File: src/design/gekm_pkg.sv
// Shared types, constants and helper functions for the controller event key mapper.
// No dependencies; every other design file but gekm_ram imports this package.
package gekm_pkg;

	localparam int KEY_COUNT    = 32;
	localparam int BUTTON_RULES = 16;
	localparam int AXIS_RULES   = 8;
	localparam int AXIS_COUNT   = 8;

	localparam int BTN_AW = (BUTTON_RULES > 1) ? $clog2(BUTTON_RULES) : 1;
	localparam int AX_AW  = (AXIS_RULES > 1) ? $clog2(AXIS_RULES) : 1;
	localparam int CNT_W  = (BTN_AW > AX_AW) ? BTN_AW : AX_AW;

	// item modes
	localparam logic [1:0] MODE_EVENT  = 2'd0;
	localparam logic [1:0] MODE_BTN_WR = 2'd1;
	localparam logic [1:0] MODE_AX_WR  = 2'd2;

	// configuration register indexes
	localparam logic CFG_CTRL_SEL  = 1'b0;
	localparam logic CFG_ROUTE_MAP = 1'b1;

	localparam logic [15:0] ROUTE_MAP_RST = 16'h4310;

	typedef struct packed {
		logic [1:0]  mode;
		logic [3:0]  rule_slot;
		logic [31:0] filter_bits;
		logic [31:0] match_bits;
		logic [5:0]  key_code;
		logic [2:0]  axis_pick;
		logic        axis_negative;
		logic [14:0] trip_level;
		logic [31:0] button_states;
		logic [63:0] axes_lower;
		logic [63:0] axes_upper;
		logic [3:0]  source_controller;
	} item_t;

	typedef struct packed {
		logic               accepted;
		logic [31:0]        held_keys;
		logic [31:0]        press_edges;
		logic [31:0]        release_edges;
		logic signed [15:0] side_axis;
		logic signed [15:0] forward_axis;
		logic signed [15:0] view_horizontal;
		logic signed [15:0] view_vertical;
	} result_t;

	typedef struct packed {
		logic [31:0] filter;
		logic [31:0] match;
		logic [5:0]  key;
	} btn_rule_t;

	typedef struct packed {
		logic [2:0]  pick;
		logic        neg;
		logic [14:0] trip;
		logic [5:0]  key;
	} axis_rule_t;

	// controller to datapath
	typedef struct packed {
		logic             accept;
		logic             wr_btn;
		logic             wr_axis;
		logic             rsp_plain;
		logic             plain_ok;
		logic             rd_btn;
		logic             rd_axis;
		logic [CNT_W-1:0] rd_idx;
		logic             commit;
	} cmd_t;

	// datapath to controller
	typedef struct packed {
		logic ev_ok;
		logic btn_wr_ok;
		logic axis_wr_ok;
	} status_t;

	function automatic logic [31:0] key_bit(logic [5:0] key);
		logic [31:0] r;
		r = '0;
		if ({26'd0, key} < 32'(KEY_COUNT) && key < 6'd32)
			r[key[4:0]] = 1'b1;
		return r;
	endfunction

	function automatic logic signed [15:0] axis_sel(logic [127:0] axes, logic [2:0] idx);
		logic signed [15:0] v;
		v = '0;
		if ({29'd0, idx} < 32'(AXIS_COUNT))
			v = axes[{idx, 4'd0} +: 16];
		return v;
	endfunction

endpackage

File: src/design/gekm_ram.sv
// Generic single-write, single-read RAM with registered read data.
// No dependencies.
module gekm_ram #(
	parameter int W = 8,
	parameter int D = 16,
	parameter int AW = (D > 1) ? $clog2(D) : 1
) (
	input  logic          clk,
	input  logic          we,
	input  logic [AW-1:0] waddr,
	input  logic [W-1:0]  wdata,
	input  logic [AW-1:0] raddr,
	output logic [W-1:0]  rdata
);

	logic [W-1:0] mem [D];

	always_ff @(posedge clk) begin
		if (we)
			mem[waddr] <= wdata;
		rdata <= mem[raddr];
	end

endmodule

File: src/design/gekm_ctrl.sv
// Sequencer for the key mapper: accepts items and walks the rule tables.
// Depends on gekm_pkg.
module gekm_ctrl
	import gekm_pkg::*;
(
	input  logic    clk,
	input  logic    arst_n,
	input  logic    start,
	input  status_t st,
	output cmd_t    cmd,
	output logic    busy,
	output logic    done
);

	localparam logic [2:0] S_IDLE   = 3'd0;
	localparam logic [2:0] S_BWALK  = 3'd1;
	localparam logic [2:0] S_AWALK  = 3'd2;
	localparam logic [2:0] S_DRAIN  = 3'd3;
	localparam logic [2:0] S_COMMIT = 3'd4;

	logic [2:0]       state_q, state_d;
	logic [CNT_W-1:0] cnt_q, cnt_d;
	logic             done_q, done_d;
	logic             take;

	assign busy = (state_q != S_IDLE);
	assign take = start && !busy;
	assign done = done_q;

	always_comb begin
		state_d = state_q;
		cnt_d   = cnt_q;
		done_d  = 1'b0;
		cmd     = '0;
		cmd.rd_idx = cnt_q;
		case (state_q)
			S_IDLE: begin
				if (take) begin
					cmd.accept = 1'b1;
					cnt_d      = '0;
					if (st.ev_ok) begin
						state_d = S_BWALK;
					end else begin
						cmd.wr_btn    = st.btn_wr_ok;
						cmd.wr_axis   = st.axis_wr_ok;
						cmd.rsp_plain = 1'b1;
						cmd.plain_ok  = st.btn_wr_ok || st.axis_wr_ok;
						done_d        = 1'b1;
					end
				end
			end
			S_BWALK: begin
				cmd.rd_btn = 1'b1;
				if (cnt_q == CNT_W'(BUTTON_RULES - 1)) begin
					cnt_d   = '0;
					state_d = S_AWALK;
				end else begin
					cnt_d = cnt_q + 1'b1;
				end
			end
			S_AWALK: begin
				cmd.rd_axis = 1'b1;
				if (cnt_q == CNT_W'(AXIS_RULES - 1))
					state_d = S_DRAIN;
				else
					cnt_d = cnt_q + 1'b1;
			end
			S_DRAIN: begin
				state_d = S_COMMIT;
			end
			S_COMMIT: begin
				cmd.commit = 1'b1;
				done_d     = 1'b1;
				state_d    = S_IDLE;
			end
			default: begin
				state_d = S_IDLE;
			end
		endcase
	end

	always_ff @(posedge clk or negedge arst_n) begin
		if (!arst_n) begin
			state_q <= S_IDLE;
			cnt_q   <= '0;
			done_q  <= 1'b0;
		end else begin
			state_q <= state_d;
			cnt_q   <= cnt_d;
			done_q  <= done_d;
		end
	end

endmodule

File: src/design/gekm_dp.sv
// Datapath: configuration, rule tables, rule evaluation, key state and result register.
// Depends on gekm_pkg and gekm_ram.
module gekm_dp
	import gekm_pkg::*;
(
	input  logic        clk,
	input  logic        arst_n,
	input  item_t       item,
	input  logic        cfg_we,
	input  logic        cfg_idx,
	input  logic [15:0] cfg_wdata,
	input  cmd_t        cmd,
	output status_t     st,
	output result_t     result
);

	logic [3:0]   ctrl_sel_q;
	logic [15:0]  route_q;
	logic [31:0]  buttons_q;
	logic [127:0] axes_q;
	logic [BUTTON_RULES-1:0] btn_vld_q;
	logic [AXIS_RULES-1:0]   ax_vld_q;
	logic             rd_btn_s1, rd_axis_s1;
	logic [CNT_W-1:0] idx_s1;
	logic [31:0] now_q, held_q;
	logic signed [15:0] remap_q [4];
	logic signed [15:0] remap_d [4];
	result_t res_q;

	btn_rule_t  btn_wr, btn_rd;
	axis_rule_t ax_wr, ax_rd;

	logic [31:0]        btn_hit, ax_hit;
	logic signed [17:0] ax_v, ax_lim;

	// decode
	assign st.ev_ok      = (item.mode == MODE_EVENT) && (item.source_controller == ctrl_sel_q);
	assign st.btn_wr_ok  = (item.mode == MODE_BTN_WR) && ({28'd0, item.rule_slot} < 32'(BUTTON_RULES));
	assign st.axis_wr_ok = (item.mode == MODE_AX_WR) && ({28'd0, item.rule_slot} < 32'(AXIS_RULES));

	assign btn_wr = '{filter: item.filter_bits, match: item.match_bits, key: item.key_code};
	assign ax_wr  = '{pick: item.axis_pick, neg: item.axis_negative,
		trip: item.trip_level, key: item.key_code};

	gekm_ram #(.W($bits(btn_rule_t)), .D(BUTTON_RULES)) u_btn_ram (
		.clk   (clk),
		.we    (cmd.wr_btn),
		.waddr (item.rule_slot[BTN_AW-1:0]),
		.wdata (btn_wr),
		.raddr (cmd.rd_idx[BTN_AW-1:0]),
		.rdata (btn_rd)
	);

	gekm_ram #(.W($bits(axis_rule_t)), .D(AXIS_RULES)) u_ax_ram (
		.clk   (clk),
		.we    (cmd.wr_axis),
		.waddr (item.rule_slot[AX_AW-1:0]),
		.wdata (ax_wr),
		.raddr (cmd.rd_idx[AX_AW-1:0]),
		.rdata (ax_rd)
	);

	// rule evaluation on the entry read last cycle
	always_comb begin
		btn_hit = '0;
		if (btn_vld_q[idx_s1[BTN_AW-1:0]] && ((buttons_q & btn_rd.filter) == btn_rd.match))
			btn_hit = key_bit(btn_rd.key);

		ax_v = 18'(axis_sel(axes_q, ax_rd.pick));
		if (ax_rd.neg)
			ax_v = -ax_v;
		ax_lim = -$signed({3'b000, ax_rd.trip});
		ax_hit = '0;
		if (ax_vld_q[idx_s1[AX_AW-1:0]] && (ax_v < ax_lim))
			ax_hit = key_bit(ax_rd.key);
	end

	// remapped axes, negation saturates
	always_comb begin
		for (int i = 0; i < 4; i++) begin
			remap_d[i] = axis_sel(axes_q, route_q[4*i +: 3]);
			if (route_q[4*i + 3]) begin
				if (remap_d[i] == 16'sh8000)
					remap_d[i] = 16'sh7FFF;
				else
					remap_d[i] = -remap_d[i];
			end
		end
	end

	always_ff @(posedge clk or negedge arst_n) begin
		if (!arst_n) begin
			ctrl_sel_q <= '0;
			route_q    <= ROUTE_MAP_RST;
			btn_vld_q  <= '0;
			ax_vld_q   <= '0;
			rd_btn_s1  <= 1'b0;
			rd_axis_s1 <= 1'b0;
			held_q     <= '0;
			for (int i = 0; i < 4; i++)
				remap_q[i] <= '0;
		end else begin
			if (cfg_we) begin
				case (cfg_idx)
					CFG_CTRL_SEL:  ctrl_sel_q <= cfg_wdata[3:0];
					CFG_ROUTE_MAP: route_q    <= cfg_wdata;
					default:       route_q    <= route_q;
				endcase
			end
			if (cmd.wr_btn)
				btn_vld_q[item.rule_slot[BTN_AW-1:0]] <= 1'b1;
			if (cmd.wr_axis)
				ax_vld_q[item.rule_slot[AX_AW-1:0]] <= 1'b1;
			rd_btn_s1  <= cmd.rd_btn;
			rd_axis_s1 <= cmd.rd_axis;
			if (cmd.commit) begin
				held_q <= now_q;
				for (int i = 0; i < 4; i++)
					remap_q[i] <= remap_d[i];
			end
		end
	end

	// payload registers
	always_ff @(posedge clk) begin
		idx_s1 <= cmd.rd_idx;
		if (cmd.accept) begin
			buttons_q <= item.button_states;
			axes_q    <= {item.axes_upper, item.axes_lower};
			now_q     <= '0;
		end else if (rd_btn_s1) begin
			now_q <= now_q | btn_hit;
		end else if (rd_axis_s1) begin
			now_q <= now_q | ax_hit;
		end
		if (cmd.rsp_plain) begin
			res_q.accepted        <= cmd.plain_ok;
			res_q.held_keys       <= held_q;
			res_q.press_edges     <= '0;
			res_q.release_edges   <= '0;
			res_q.side_axis       <= remap_q[0];
			res_q.forward_axis    <= remap_q[1];
			res_q.view_horizontal <= remap_q[2];
			res_q.view_vertical   <= remap_q[3];
		end else if (cmd.commit) begin
			res_q.accepted        <= 1'b1;
			res_q.held_keys       <= now_q;
			res_q.press_edges     <= now_q & ~held_q;
			res_q.release_edges   <= held_q & ~now_q;
			res_q.side_axis       <= remap_d[0];
			res_q.forward_axis    <= remap_d[1];
			res_q.view_horizontal <= remap_d[2];
			res_q.view_vertical   <= remap_d[3];
		end
	end

	assign result = res_q;

endmodule

File: src/design/gamepad_event_key_mapper_core.sv
// Top level of the controller event key mapper: sequencer plus datapath.
// Depends on gekm_pkg, gekm_ctrl, gekm_dp (and gekm_ram through the datapath).
//
//   channel   | ports                        | transaction
//   ----------+------------------------------+---------------------------------------
//   item in   | start, busy, item            | start high and busy low at a clock edge
//   result    | done, result                 | done high for one cycle, always taken
//   config    | cfg_we, cfg_idx, cfg_wdata   | cfg_we high at a clock edge
//
// Rule writes, rejected events and unused modes: result in the cycle after the
// transaction, busy never rises, so a new item may follow straight away.
// Accepted events: the sequencer walks the
// 16 button rules and then the 8 axis rules through one read port each, one
// entry a cycle, then drains the read register and commits the result.
// busy drops as the result is shown; the next item may be taken in that cycle.
// Reset empties both rule tables at once through per-entry valid flops; no
// clearing pass. The receiver cannot stall results.
module gamepad_event_key_mapper_core
	import gekm_pkg::*;
(
	input  logic        clk,
	input  logic        arst_n,
	input  logic        start,
	output logic        busy,
	input  item_t       item,
	output logic        done,
	output result_t     result,
	input  logic        cfg_we,
	input  logic        cfg_idx,
	input  logic [15:0] cfg_wdata
);

	cmd_t    cmd;
	status_t st;

	// sequencer: decides per transaction, then steps the table walk
	gekm_ctrl u_ctrl (
		.clk    (clk),
		.arst_n (arst_n),
		.start  (start),
		.st     (st),
		.cmd    (cmd),
		.busy   (busy),
		.done   (done)
	);

	// datapath: hold config, rule tables, accumulate the key set, register the result
	gekm_dp u_dp (
		.clk       (clk),
		.arst_n    (arst_n),
		.item      (item),
		.cfg_we    (cfg_we),
		.cfg_idx   (cfg_idx),
		.cfg_wdata (cfg_wdata),
		.cmd       (cmd),
		.st        (st),
		.result    (result)
	);

	// every taken item either starts a walk or answers in the next cycle
	a_take_progress: assert property (@(posedge clk) disable iff (!arst_n)
		start && !busy |=> busy || done)
		else $error("taken item neither walking nor answered");

	// a press and a release of the same key cannot both happen
	a_edges_disjoint: assert property (@(posedge clk) disable iff (!arst_n)
		done |-> (result.press_edges & result.release_edges) == 32'd0)
		else $error("press and release overlap");

	// a newly pressed key must be held
	a_press_held: assert property (@(posedge clk) disable iff (!arst_n)
		done |-> (result.press_edges & ~result.held_keys) == 32'd0)
		else $error("pressed key not held");

	// refused items carry no edges
	a_refused_quiet: assert property (@(posedge clk) disable iff (!arst_n)
		done && !result.accepted |-> result.press_edges == 32'd0
			&& result.release_edges == 32'd0)
		else $error("edges on refused item");

endmodule
File: config.mk
export PLATFORM = sky130hd
export DESIGN_NAME = gamepad_event_key_mapper_core
export DESIGN_NICKNAME = d
export VERILOG_FILES = /design/src/design/gekm_pkg.sv /design/src/design/gekm_ram.sv /design/src/design/gekm_ctrl.sv /design/src/design/gekm_dp.sv /design/src/design/gamepad_event_key_mapper_core.sv
export SDC_FILE = /design/constraint.sdc
export NUM_CORES = 2
export LEC_CHECK = 0
export BUFFER_PORTS_ARGS = -buffer_cell sky130_fd_sc_hd__buf_2
export CAP_MARGIN = 20
export CELL_PAD_IN_SITES_DETAIL_PLACEMENT = 0
export CELL_PAD_IN_SITES_GLOBAL_PLACEMENT = 2
export CORE_MARGIN = 3
export CORE_UTILIZATION = 45
export DETAILED_ROUTE_END_ITERATION = 7
export PLACE_DENSITY_LB_ADDON = 0.1
export SYNTH_ARGS = -nofsm -noshare
export SYNTH_HDL_FRONTEND = slang
export SYNTH_SLANG_ARGS = --single-unit
File: constraint.sdc
create_clock -name clk -period 11.75 [get_ports clk]
set_input_delay 0.5875 -clock clk [delete_from_list [all_inputs] [get_ports clk]]
set_output_delay 0.5875 -clock clk [all_outputs]
set_load 0.05 [all_outputs]
==> qor.yml <==
nets: 5799
crit_path_class: "reg2reg"
tritoncts: "built"
critPathCaptureType: "flop"
cts.repair_timing.setup_buffer_count: 0
placement.io_buffers: 442
routed_wirelength_um: 227700
drv_cap: 0
edff_count_synth: 1577
timing.fmax_mhz: 176.6
cpMaxStageDelayCell: "sky130_fd_sc_hd__dfxtp_1"
cts-root-to-sink-buffers: 3
std_cell_rows: 152
ys_ff_latch: 1922
remaining_drc_errors: 0
required_ns: 12.48
ant_nets: 0
syn_area_um2: 78650
timing.final.max_slew_violations: 0
dieWidth_um: 424.1
timing.final.setup_violations: 0
grt_max_degree: 121
clock-skew-final_ns: 0.04195
setup.worst_path.start_class: "flop"
placeableCoreArea_um2: 172700
synth_top_area_share_pct: 60.21
run_status: "finished clean"
hold_path_class: "in2reg"
critical_path.cell_chain: "buf_4, mux4_2, mux2i_1, ha_1, nand4b_1, inv_1, nand2_1, o21ai_0, xor2_1, ha_1, nand4_1, or3_1, o221ai_1, a21oi_1, xnor2_1, nand3b_1, o221ai_1"
path_clk_slew_ns: 0.06
leakage_nw: 32.83
clk_root_buffer_cell: "sky130_fd_sc_hd__clkbuf_16"
area_delta_synth_final_pct: 16.87
place_area_um2: 83580
ys.flop_type: "sky130_fd_sc_hd__edfxtp_1"
globalRouteTotalUtil_pct: 25.22
layer_with_the_highest_usage: "met2"
grt_pass1_vias: 45400
synth.distinct_cells: 69
dr.pass1.iters: 5
timing.max_slew.rel_slack_pct: 24.58
detailed_place_hpwl_um: 141000
critPathArrivalTime_ns: 6.39
layout_cell_share_with_drive_strength_beyond_1_pct: 23.94
yosys.area.top_type: "sky130_fd_sc_hd__edfxtp_1"
drt-vias-per-instance: 5.742
clock_latency_ns: 0.84
timing.setup.tns_ns: 0
final.min_clock_period_ns: 5.663
yosys-top-cells-area: "sky130_fd_sc_hd__edfxtp_1 (60%), sky130_fd_sc_hd__mux4_2 (9.6%), sky130_fd_sc_hd__dfxtp_1 (5.0%), sky130_fd_sc_hd__dfrtp_1 (4.6%), sky130_fd_sc_hd__mux2i_1 (4.1%)"
clkSinkCount: 1922
fin_area_um2: 91920
num_vias: 45830
floorplan.initialDensity_pct: 45.54
grtUsageMet1_pct: 34.40
worst-slew-pin-transition_ns: 1.131
gr_met2_demand_resource_pct: 41.76
report.power.total_mw: 19.79
grt_antenna_before_repair: 33
power.density_nw_per_um2: 215.3
synth.yosys.warnings: 0
grt_pass1_wl_um: 328800
path_max_fanout: 11
syn_area_per_cell_um2: 16.25
gp_congestion: 0.9002
finalCoreUtilization_pct: 53.23
synth_nets: 5144
die_h_um: 424.1
rsz_0062_raised_after_global_routing: "false"
cts_made_buffers: 197
overflow: 0
cp_slowest_stage_delay_ns: 0.86
wire_per_inst_um: 28.52
min_period_over_period_pct: 48.19
ys_async_sr_fraction_pct: 7.804
level_count_of_the_clock_h_tree: 4
floorplan.io_pins: 443
design.die.area_um2: 179800
drt_iter0_drc: 4364
met3_usage_pct: 4.030
final_hold_viol_count: 0
ir_drop_mv: 0.2206
syn_inst: 4840
synth.yosys.seq_area_share_pct: 69.95
reg2reg_setup_slack_ns: 6.09
-- synthesized netlist by cell type, types with 4 or more instances --
master                      count
sky130_fd_sc_hd__or3_1         11
sky130_fd_sc_hd__a2111oi_0     14
sky130_fd_sc_hd__a221oi_1      74
sky130_fd_sc_hd__nand2_1      538
sky130_fd_sc_hd__edfxtp_1    1577
sky130_fd_sc_hd__xor2_1        69
sky130_fd_sc_hd__a21oi_1      134
sky130_fd_sc_hd__mux2_2       122
sky130_fd_sc_hd__nand3b_1      14
sky130_fd_sc_hd__or4_1         18
sky130_fd_sc_hd__a21o_1        54
sky130_fd_sc_hd__o32ai_1       32
sky130_fd_sc_hd__dfrtp_1      146
sky130_fd_sc_hd__clkinv_1       4
sky130_fd_sc_hd__nand3_1       21
sky130_fd_sc_hd__dfxtp_1      195
sky130_fd_sc_hd__o21ai_0      267
sky130_fd_sc_hd__nor3_1        41
sky130_fd_sc_hd__a22oi_1       83
sky130_fd_sc_hd__ha_1          24
sky130_fd_sc_hd__o41ai_1        5
sky130_fd_sc_hd__and3_1        41
sky130_fd_sc_hd__o221ai_1      33
sky130_fd_sc_hd__buf_4          4
sky130_fd_sc_hd__nor2_1       117
sky130_fd_sc_hd__o21a_1         4
sky130_fd_sc_hd__o31ai_1       15
sky130_fd_sc_hd__xnor2_1       31
sky130_fd_sc_hd__nor4_1        15
sky130_fd_sc_hd__nor3b_1        6
sky130_fd_sc_hd__or2_2         28
sky130_fd_sc_hd__clkbuf_1     193
sky130_fd_sc_hd__mux4_2       334
sky130_fd_sc_hd__nand2b_1      15
sky130_fd_sc_hd__and2_1        17
sky130_fd_sc_hd__nand4_1       18
sky130_fd_sc_hd__buf_1         39
sky130_fd_sc_hd__o21ai_1        6
sky130_fd_sc_hd__inv_1         64
sky130_fd_sc_hd__nor2b_1       11
sky130_fd_sc_hd__buf_2         29
sky130_fd_sc_hd__dfstp_2        4
sky130_fd_sc_hd__mux2i_1      319
sky130_fd_sc_hd__a211oi_1      12
sky130_fd_sc_hd__a31oi_1        4
-- sequential cells by signal, indices dropped and copies added (netlist names) --
register,count
u_dp.u_btn_ram.mem,1120
u_dp.u_ax_ram.mem,200
u_dp.result,161
u_dp.axes_q,128
u_dp.u_btn_ram.rdata,70
u_dp.remap_q,64
u_dp.buttons_q,32
u_dp.held_q,32
u_dp.now_q,32
u_dp.u_ax_ram.rdata,25
u_dp.btn_vld_q,16
u_dp.route_q,16
u_dp.ax_vld_q,8
u_ctrl.cnt_q,4
u_dp.ctrl_sel_q,4
u_dp.idx_s1,4
u_ctrl.state_q,3
u_ctrl.done,1
u_dp.rd_axis_s1,1
u_dp.rd_btn_s1,1
-- final timing paths --
kind                                               from                 end  cells past startpoint
worst max-delay path            u_dp.u_ax_ram.rdata[24]      u_dp.now_q[19]                     17
min in group asynchronous                        arst_n  u_dp.ctrl_sel_q[1]                      2
worst max register to register  u_dp.u_ax_ram.rdata[24]      u_dp.now_q[19]                     17
max in group asynchronous                        arst_n         u_ctrl.done                      4
worst min register to register         u_dp.result[115]    u_dp.result[115]                      2
worst min-delay path                       cfg_wdata[0]  u_dp.ctrl_sel_q[0]                      2
-- through the flow --
step	hold WS, ns	setup slack [ns]	instances
detailed placement	0.4498	6.113	7412
finish	0.1115	6.087	7982
global route	0.09265	5.633	7977
CTS	0.04305	6.075	7974
global placement	0.4465	6.174	7412
floorplan	0.2919	2.473	4840
-- per-layer routing --
metal	wire, um	part of all wire [%]
met5	53	0.023
met4	6903	3.0
met3	12650	5.6
met2	111800	49
met1	96290	42
-- cells in the final DEF (no fill, tap or decap), types with 15 or more instances in the layout --
cell type / count
sky130_fd_sc_hd__nor2_4: 16
sky130_fd_sc_hd__o221ai_1: 33
sky130_fd_sc_hd__clkbuf_8: 27
sky130_fd_sc_hd__nor4_1: 15
sky130_fd_sc_hd__o21ai_0: 267
sky130_fd_sc_hd__or4_1: 18
sky130_fd_sc_hd__edfxtp_1: 1577
sky130_fd_sc_hd__nand3_1: 21
sky130_fd_sc_hd__a21o_1: 54
sky130_fd_sc_hd__nand2b_1: 15
sky130_fd_sc_hd__inv_1: 63
sky130_fd_sc_hd__clkbuf_16: 200
sky130_fd_sc_hd__dfrtp_1: 137
sky130_fd_sc_hd__xnor2_1: 31
sky130_fd_sc_hd__ha_1: 24
sky130_fd_sc_hd__or2_2: 27
sky130_fd_sc_hd__nand4_1: 18
sky130_fd_sc_hd__o31ai_1: 15
sky130_fd_sc_hd__mux4_2: 334
sky130_fd_sc_hd__a21oi_1: 134
sky130_fd_sc_hd__mux2_2: 122
sky130_fd_sc_hd__dlygate4sd3_1: 194
sky130_fd_sc_hd__and3_1: 41
sky130_fd_sc_hd__nand2_1: 536
sky130_fd_sc_hd__buf_2: 441
sky130_fd_sc_hd__buf_4: 84
sky130_fd_sc_hd__mux2i_1: 319
sky130_fd_sc_hd__nor2_1: 93
sky130_fd_sc_hd__nor3_1: 41
sky130_fd_sc_hd__dfxtp_1: 194
sky130_fd_sc_hd__clkinv_1: 29
sky130_fd_sc_hd__clkinv_2: 35
sky130_fd_sc_hd__xor2_1: 69
sky130_fd_sc_hd__o32ai_1: 32
sky130_fd_sc_hd__a221oi_1: 74
sky130_fd_sc_hd__clkbuf_1: 56
sky130_fd_sc_hd__a22oi_1: 83
-- power breakdown --
| group | total [mW] | internal (mW) | leakage [nW] | switching (mW) |
|---|---|---|---|---|
| Combinational | 5.30 | 2.15 | 12.0 | 3.15 |
| Clock | 6.14 | 3.51 | 3.12 | 2.63 |
| Sequential | 8.35 | 7.86 | 17.7 | 0.495 |
-- area by class of cell --
cell class	count	area, um2
diodes	8	20.02
well taps	2310	2890
multi-input cells	2579	22450
clock inverters	85	787.0
repair buffers	724	4871
flip-flops and latches	1922	55040
fillers	14100	80770
clock buffers	283	5587
inverters	71	271.5
-- cell families after synthesis --
family / after synthesis / share of synthesized area [%]
AO/OA/AOI/OAI: 755 / 6.195
XOR/XNOR: 100 / 1.114
adder cells (fa/ha/maj): 24 / 0.3818
flip-flops: 1922 / 69.95
AND/OR/NAND/NOR: 925 / 5.272
buffers and inverters: 339 / 1.712
multiplexers: 775 / 15.37
-- worst max-delay path: cells and delay by family, from the launching register on --
family	cells	cell delay, ns
buf+inv	2	0.45
flops	1	0.86
compound gates	4	0.88
simple gates	5	1.26
xor+xnor	2	0.84
fa+ha+maj	2	0.59
mux	2	0.64
-- what timing repair did --
action | in CTS | in global routing
setup endpoints to repair | 0 | 0
endpoints found under the hold margin | 351 | 0
resized for setup | 0 | 0
hold buffers | 194 | 0
No activity file was read; power rests on OpenSTA's default activity.
